## src/sv/hbct_pkg.sv

```systemverilog
// Package for the hit-box collision table: payload types, codes and tag decode.
// No dependencies.
package hbct_pkg;

  localparam int TableDepthDef = 256;
  localparam int StageDepthDef = 64;
  localparam int ColorsDef     = 16;

  localparam logic [6:0] GlyphFirst  = 7'd33;
  localparam logic [6:0] GlyphSplit  = 7'd97;
  localparam logic [6:0] GlyphLast   = 7'd126;
  localparam logic [6:0] LetterFirst = 7'd97;
  localparam logic [6:0] LetterLast  = 7'd122;

  typedef enum logic [2:0] {
    ActClear  = 3'd0,
    ActQuery  = 3'd1,
    ActAdd    = 3'd2,
    ActStage  = 3'd3,
    ActCommit = 3'd4
  } action_e;

  typedef enum logic [1:0] {
    KindRect   = 2'd0,
    KindGlyph  = 2'd1,
    KindSprite = 2'd2
  } kind_e;

  typedef enum logic [1:0] {
    StIdle,
    StScan,
    StCommit,
    StOut
  } state_e;

  typedef struct packed {
    logic [2:0]         action;
    logic signed [15:0] box_x;
    logic signed [15:0] box_y;
    logic signed [15:0] box_w;
    logic signed [15:0] box_h;
    logic [1:0]         tag_kind;
    logic [6:0]         tag_index;
  } in_t;

  typedef struct packed {
    logic [15:0] rect_hits;
    logic [63:0] text_hits_low;
    logic [29:0] text_hits_high;
    logic [25:0] sprite_hits;
    logic [8:0]  stored_count;
    logic        overflow;
  } out_t;

  // One stored box: position, extent and tag.
  typedef struct packed {
    logic [15:0] x;
    logic [15:0] y;
    logic [15:0] w;
    logic [15:0] h;
    logic [1:0]  kind;
    logic [6:0]  idx;
  } box_t;

  // Hit masks accumulated along the chain.
  typedef struct packed {
    logic [15:0] rect;
    logic [63:0] tlow;
    logic [29:0] thigh;
    logic [25:0] spr;
  } hits_t;

endpackage

```

## src/sv/hbct_cell.sv

```systemverilog
// One cell of the box chain: holds a box and its valid bit, compares it with
// the query and folds its tag into the hit masks. Depends on hbct_pkg.
module hbct_cell import hbct_pkg::*; #(
  parameter int Colors = ColorsDef
) (
  input  logic  clk_i,
  input  logic  rst_ni,
  input  logic  clear_i,
  input  logic  shift_i,
  input  logic  valid_i,
  input  box_t  box_i,
  input  box_t  query_i,
  input  logic  acc_en_i,
  input  hits_t hits_i,
  output logic  valid_o,
  output box_t  box_o,
  output hits_t hits_o
);

  logic valid_q;
  box_t box_q;
  logic hit;
  logic signed [16:0] ox, oy;

  // Drop the box on a clear, else take the neighbour's box on a shift
  always_ff @(posedge clk_i or negedge rst_ni) begin
    if (!rst_ni) begin
      valid_q <= 1'b0;
    end else if (clear_i) begin
      valid_q <= 1'b0;
    end else if (shift_i) begin
      valid_q <= valid_i;
    end
  end

  always_ff @(posedge clk_i) begin
    if (shift_i) begin
      box_q <= box_i;
    end
  end

  // Strict overlap: -Qw < Qx-Sx < Sw, likewise in y
  assign ox = 17'(signed'(query_i.x)) - 17'(signed'(box_q.x));
  assign oy = 17'(signed'(query_i.y)) - 17'(signed'(box_q.y));
  assign hit = valid_q && acc_en_i &&
               (-17'(signed'(query_i.w)) < ox) && (ox < 17'(signed'(box_q.w))) &&
               (-17'(signed'(query_i.h)) < oy) && (oy < 17'(signed'(box_q.h)));

  // Fold the tag of a hit box into the masks
  always_comb begin
    hits_o = hits_i;
    if (hit) begin
      case (box_q.kind)
        KindRect: begin
          if (32'(box_q.idx) < 32'(Colors) && box_q.idx < 7'd16) begin
            hits_o.rect[box_q.idx[3:0]] = 1'b1;
          end
        end
        KindGlyph: begin
          if (box_q.idx >= GlyphFirst && box_q.idx < GlyphSplit) begin
            hits_o.tlow[6'(box_q.idx - GlyphFirst)] = 1'b1;
          end else if (box_q.idx >= GlyphSplit && box_q.idx <= GlyphLast) begin
            hits_o.thigh[5'(box_q.idx - GlyphSplit)] = 1'b1;
          end
        end
        KindSprite: begin
          if (box_q.idx >= LetterFirst && box_q.idx <= LetterLast) begin
            hits_o.spr[5'(box_q.idx - LetterFirst)] = 1'b1;
          end
        end
        default: ;
      endcase
    end
  end

  assign valid_o = valid_q;
  assign box_o   = box_q;

endmodule
```

## config.mk

```make
export PLATFORM = sky130hd
export DESIGN_NAME = hbct_cell
export DESIGN_NICKNAME = d
export VERILOG_FILES = /design/src/sv/hbct_pkg.sv /design/src/sv/hbct_cell.sv
export SDC_FILE = /design/constraint.sdc
export NUM_CORES = 1
export LEC_CHECK = 0
export BUFFER_PORTS_ARGS = -buffer_cell sky130_fd_sc_hd__clkbuf_2
export CORE_AREA = 2 2 191 193
export CTS_CLUSTER_SIZE = 12
export DETAILED_ROUTE_END_ITERATION = 8
export DIE_AREA = 0 0 193 195
export PLACE_DENSITY = 0.49
export SYNTH_ARGS = -nofsm -noshare
export SYNTH_HDL_FRONTEND = slang
export SYNTH_SLANG_ARGS = --single-unit
```

## constraint.sdc

```tcl
create_clock -name clk_i -period 7.8 [get_ports clk_i]
set_clock_uncertainty 0.2 [all_clocks]
set_input_delay 0.39 -clock clk_i [delete_from_list [all_inputs] [get_ports clk_i]]
set_output_delay 0.39 -clock clk_i [all_outputs]
set_load 0.02 [all_outputs]
```

**Yosys cells after proc, flatten, opt, wreduce, memory -nomap -nowiden**

Cells that the tools add are included.
Widths: inputs -> output; s select.

- Add/subtract/negate cells: 6
- Multiply operators: 0
- Divide/modulo/power cells: 0
- $lt $le $gt $ge: 17
- Equal/unequal tests: 2
- Shift-type cells: 0
- Multiplexer cells: 17
- Bitwise logic cells: 4
- Reductions and logical operators: 14

Operators by type and width:

| cell | number |
|---|---|
| $mux 136 | 1 |
| $mux 94 | 1 |
| $mux 64 | 1 |
| $or 64x64->64 | 1 |
| $mux 30 | 2 |
| $mux 26 | 2 |
| $lt 17x16->1 | 2 |
| $lt 17x17->1 | 2 |
| $neg 16->17 | 2 |
| $sub 16x16->17 | 2 |
| $mux 16 | 2 |
| $or 30x30->30 | 1 |
| $or 26x26->26 | 1 |
| $or 16x16->16 | 1 |
| $le 7x7->1 const B | 2 |
| $lt 7x5->1 const B | 2 |
| $logic_and 1x1->1 | 12 |
| $ge 7x6->1 const B | 1 |
| $ge 7x7->1 const B | 1 |
| $lt 6x7->1 const B | 1 |
| $lt 7x7->1 const B | 1 |
| $demux 1 s6 | 1 |
| $ge 6x1->1 const B | 1 |
| $lt 5x6->1 const B | 1 |
| other kinds (12) | 16 |

- Register bits after elaboration: 74
- Bits in latches: 0
- Memory bits (writable): 0
- Bits in read-only memories: 0
- Output and inout port bits: 210
- Memories: 0

**Longest topological paths before layout**

- Word-level depth: 10
- Gate-level depth with buffers: 22
- Depth with buffers taken out: 19

**Least setup slack after synthesis**

OpenSTA, ideal clock, no wires.

- Kind: reg2out
- Start: reg box_q (netlist bit box_o[57])
- End: out hits_o[120] (netlist name)
- Arrival: 4.376 ns
- Required time: 7.210 ns
- Slack: 2.834 ns
- Cell stages (with the launch flop): 20
- Path buffers: 3
- Path through: edfxtp_1 > ha_1 > fa_1 > nor2b_1 > o31a_1 > o211ai_1 > a31oi_1 > a21o_1 > a21o_1 > xnor2_1 > ha_1 > a21o_1 > a2111o_1 > a2111oi_2 > a221oi_1 > nor4b_2 > buf_4 > buf_6 > buf_4 > a31o_1

RTL lines:

| what | RTL line | text |
|---|---|---|
| start: declaration | hbct_cell.sv:21 | `box_t box_q;` |
| start signal: assignment | hbct_cell.sv:38 | `box_q <= box_i;` |
| end: declaration | hbct_cell.sv:17 | `output hits_t hits_o` |

==> results by group <==
Power
  – Pwr Density: 153 nW/um^2
  – Comb power frac: 0.458
  – LEAKAGE: 6.13 nW
  – Post-layout power: 0.00178 W
  – NetSw: 0.000717 W
  – Switching part of the total: 0.404
  – Power share of the clock group: 0.258
  – Sequential power share: 0.284
  – Pint: 0.00106 W
  – Worst vdd ir: 107 uV

Drt
  – DR WL/cell: 18.6 um
  – DRC: 0
  – Drt total wl: 35000 um
  – Initial DRT Pass Iterations: 4
  – Vias: 9062
  – Iter 0 DRT Violations: 358
  – Antenna-violating nets left: 0
  – Vias/cell: 4.83

Cells and area
  – Multi-input gate area: 5430 um^2
  – Register area: 2220 um^2
  – Fraction of layout cells with a size suffix above 1: 0.384
  – Area of all placed cells without fillers: 11700 um^2
  – Fillers: 3803
  – Post-Layout Cell Count: 1877
  – Final net count: 1801
  – Layout area overhead: 41.1%

Setup path
  – Startpoint types: register
  – Worst Path Arrival: 5610 ps
  – R2R cell count: 2
  – Crit Path Category: reg2out
  – Delay-heaviest family, CP: compound AO/OA/AOI/OAI gates
  – Worst R2R End: valid_o
  – Reg2reg start: valid_o
  – Worst-path fanout max: 136
  – Crit-path cells: ha_1 > fa_1 > nor2b_1 > o31a_1 > o211ai_1 > a31oi_1 > a21o_1 > a21o_1 > xnor2_1 > ha_1 > a21o_1 > a2111o_1 > a2111oi_2 > a221oi_1 > nor4b_4 > buf_12 > a31o_1 > clkbuf_2
  – R2R Setup Slk: 6870 ps
  – CP Capture Type: output pin
  – Crit path buffers/inverters: 2
  – Slowest CP cell: a2111o_1
  – Data required time of the worst path: 7210 ps
  – CP max stage delay: 440 ps
  – Worst path depth: 18
  – Worst path most repeated cell: a21o_1

Placed design
  – Detailed placement HPWL: 29100 um
  – Dpl cell area: 11200 um^2
  – PortBufs: 488
  – Cell Count Post-Placement: 1840
  – Gpl congestion: 0.853

STA
  – Rel. slew slack: 0.286
  – Fmax: 161 MHz
  – RSZ-0062 raised after global routing: false
  – Setup_tns: 0 ps
  – Max-slew violations: 0
  – Post-layout minimum cycle time: 6200 ps
  – Least-Margin Pin Slew: 1070 ps
  – Hold Vio Cnt, Final: 0
  – Post-route clock period utilization: 0.795
  – Final setup vio count: 0

Floorplanning
  – I/O Pins: 498
  – Die height: 195 um
  – Rows: 69
  – Core area: 35400 um^2
  – Initial core utilization: 0.233
  – Area of the die: 37600 um^2
  – Die Width: 193 um

Clock network
  – Clock sinks: 74
  – Max Buffers Root-to-Sink: 2
  – Worst-path clk slew: 80 ps
  – CTS buffer count: 9
  – Post-CTS Setup Bufs: 0
  – H-tree depth: 3
  – CTS tree: done
  – Clk root buf: clkbuf_16
  – Clock latency at the later pin of the worst-skew pair: 340 ps

Run
  – Max-cap violations: 0

Logic synthesis
  – Seq/Total Area, Yosys: 0.268
  – Largest family of logic cells by synthesized area: compound AO/OA/AOI/OAI gates
  – Post-synth EDFFs: 73
  – Adder-cell share of the synthesized area: 0.159
  – Ys async rst share: 0.0135
  – Synth Area in Compound Gates: 0.265
  – Yosys warnings: 0
  – Flops & latches, synth: 74
  – Mux share of post-synthesis cell area: 0.00242
  – Mapped Cells: 932
  – Synth unique cells: 60
  – Synth Area per Inst: 8.86 um^2
  – Post-Syn Nets: 1324
  – Post-Synth XOR/XNOR Area: 0.0626
  – Simple-gate share of the synthesized area: 0.166
  – Synth Flop Type: edfxtp_1
  – Post-Syn Area: 8260 um^2

Min path
  – Worst min path class: in2reg
  – Hold path endpoint: box_o[9]
  – Hold Crit Depth: 1
  – Startpoint of the worst hold path: box_i[9]

Global routing
  – GRT Util Overall: 0.177
  – Vias in the first global route: 8931
  – Initial antenna violation count: 5
  – Remaining global-route overflow: 0
  – Largest net degree at the start of global routing: 137
  – First-pass GRT wire length: 51200 um

Status
  – Status: complete, no violations
[final cells by class]
class                      instances  share of cell area
inverter                         107              0.0345
tap                              461              0.0495
antenna                            2            0.000430
clock inverter                     7             0.00709
sequential                        74               0.190
multi-input combinational        701               0.466
timing repair buffer             516               0.233
clock buffer                       9              0.0193
[stage by stage]
| step | utilization | hold slack [ps] | worst slack (ps) |
|---|---|---|---|
| after detailed placement | 0.315 | -33.1 | 1930 |
| after floorplan | - | -106 | 2830 |
| after CTS | 0.329 | 0.0447 | 1650 |
| final | 0.329 | 17.4 | 1600 |
| after global placement | 0.315 | -34.1 | 1980 |
| after global routing | 0.329 | 1.17 | 1240 |
[synthesized netlist by cell type, types with 3 or more instances]
| cell type | n | area share |
|---|---|---|
| inv_1 | 107 | 0.049 |
| ha_1 | 102 | 0.15 |
| a41o_1 | 84 | 0.10 |
| edfxtp_1 | 73 | 0.27 |
| nor2_1 | 68 | 0.031 |
| nor3_1 | 47 | 0.028 |
| a31o_1 | 40 | 0.042 |
| a21oi_1 | 35 | 0.021 |
| nand2_1 | 35 | 0.016 |
| xnor2_1 | 34 | 0.036 |
| clkbuf_1 | 27 | 0.012 |
| xor2_1 | 25 | 0.027 |
| and3_1 | 24 | 0.018 |
| a21o_1 | 19 | 0.017 |
| o21ai_0 | 19 | 0.012 |
| nor2b_1 | 18 | 0.014 |
| nand3_1 | 17 | 0.010 |
| a31o_2 | 16 | 0.017 |
| a31oi_1 | 12 | 0.0091 |
| buf_2 | 12 | 0.0073 |
| nand2b_1 | 10 | 0.0076 |
| and2_1 | 8 | 0.0061 |
| or3_1 | 8 | 0.0061 |
| o211ai_1 | 7 | 0.0064 |
| o21a_1 | 6 | 0.0055 |
| buf_1 | 5 | 0.0023 |
| nand4_1 | 5 | 0.0038 |
| nor4_1 | 5 | 0.0038 |
| o21bai_1 | 5 | 0.0045 |
| or2_2 | 5 | 0.0038 |
| buf_4 | 4 | 0.0036 |
| o31ai_1 | 4 | 0.0036 |
| or4_1 | 4 | 0.0036 |
| a211oi_1 | 3 | 0.0027 |
| nand3b_1 | 3 | 0.0027 |
| nand4b_1 | 3 | 0.0032 |
[per-layer routing]
layer | wire (um) | track usage
met5 | 27 | 0
met4 | 449 | 0.0334
met3 | 2570 | 0.0428
met2 | 17500 | 0.321
met1 | 14400 | 0.211
[power groups by stage]
stage | Sequential (W) | Combinational [W] | Clock [W]
2_1_floorplan | 0.000539 | 0.000493 | 0
3_3_place_gp | 0.000514 | 0.000798 | 0
3_5_place_dp | 0.000514 | 0.000809 | 0
4_1_cts | 0.000505 | 0.000820 | 0.000480
5_1_grt | 0.000509 | 0.000917 | 0.000494
6_report | 0.000504 | 0.000814 | 0.000459
[how the worst max path moves through the flow]
stage,slack (ps),startpoint,end
after floorplan,2830,box_o[57],hits_o[120]
after detailed placement,1930,query_i[57],hits_o[23]
after global routing,1240,box_o[57],hits_o[23]
after global placement,1980,query_i[57],hits_o[23]
after CTS,1650,box_o[57],hits_o[23]
final,1600,box_o[57],hits_o[23]
[layout by cell type, fill, tap and decap left out, types with 5 or more instances in the layout]
cell type	n
or3_1	7
clkbuf_2	488
a21oi_1	34
or2_2	5
a21o_1	19
a31o_2	16
nand3_1	17
and3_1	24
a41o_1	84
nand2b_1	10
nor3_1	47
nand4_1	5
a31o_1	40
buf_4	9
o21a_1	6
o21ai_0	19
ha_1	102
and2_1	8
xor2_1	25
a31oi_1	11
inv_1	107
edfxtp_1	73
nand2_1	35
nor2b_1	18
nor2_1	67
nor4_1	5
o211ai_1	7
dlygate4sd3_1	18
xnor2_1	34
clkbuf_16	9
o21bai_1	5
[sequential cells by signal (all words and copies together), names as in the netlist]
signal	count
box_o	73
valid_o	1
[what timing repair did]
| item | 4_1_cts | 5_1_grt |
|---|---|---|
| resized for setup | 0 | 0 |
| hold buffers | 17 | 1 |
| endpoints found under the hold margin | 17 | 1 |
[cell families after synthesis]
logic type	Yosys count
flip-flops	74
XOR/XNOR	59
AO/OA/AOI/OAI	269
AND/OR/NAND/NOR	267
buffers and inverters	157
multiplexers	2
adder cells (fa/ha/maj)	104
(Power assumes the default switching activity.)
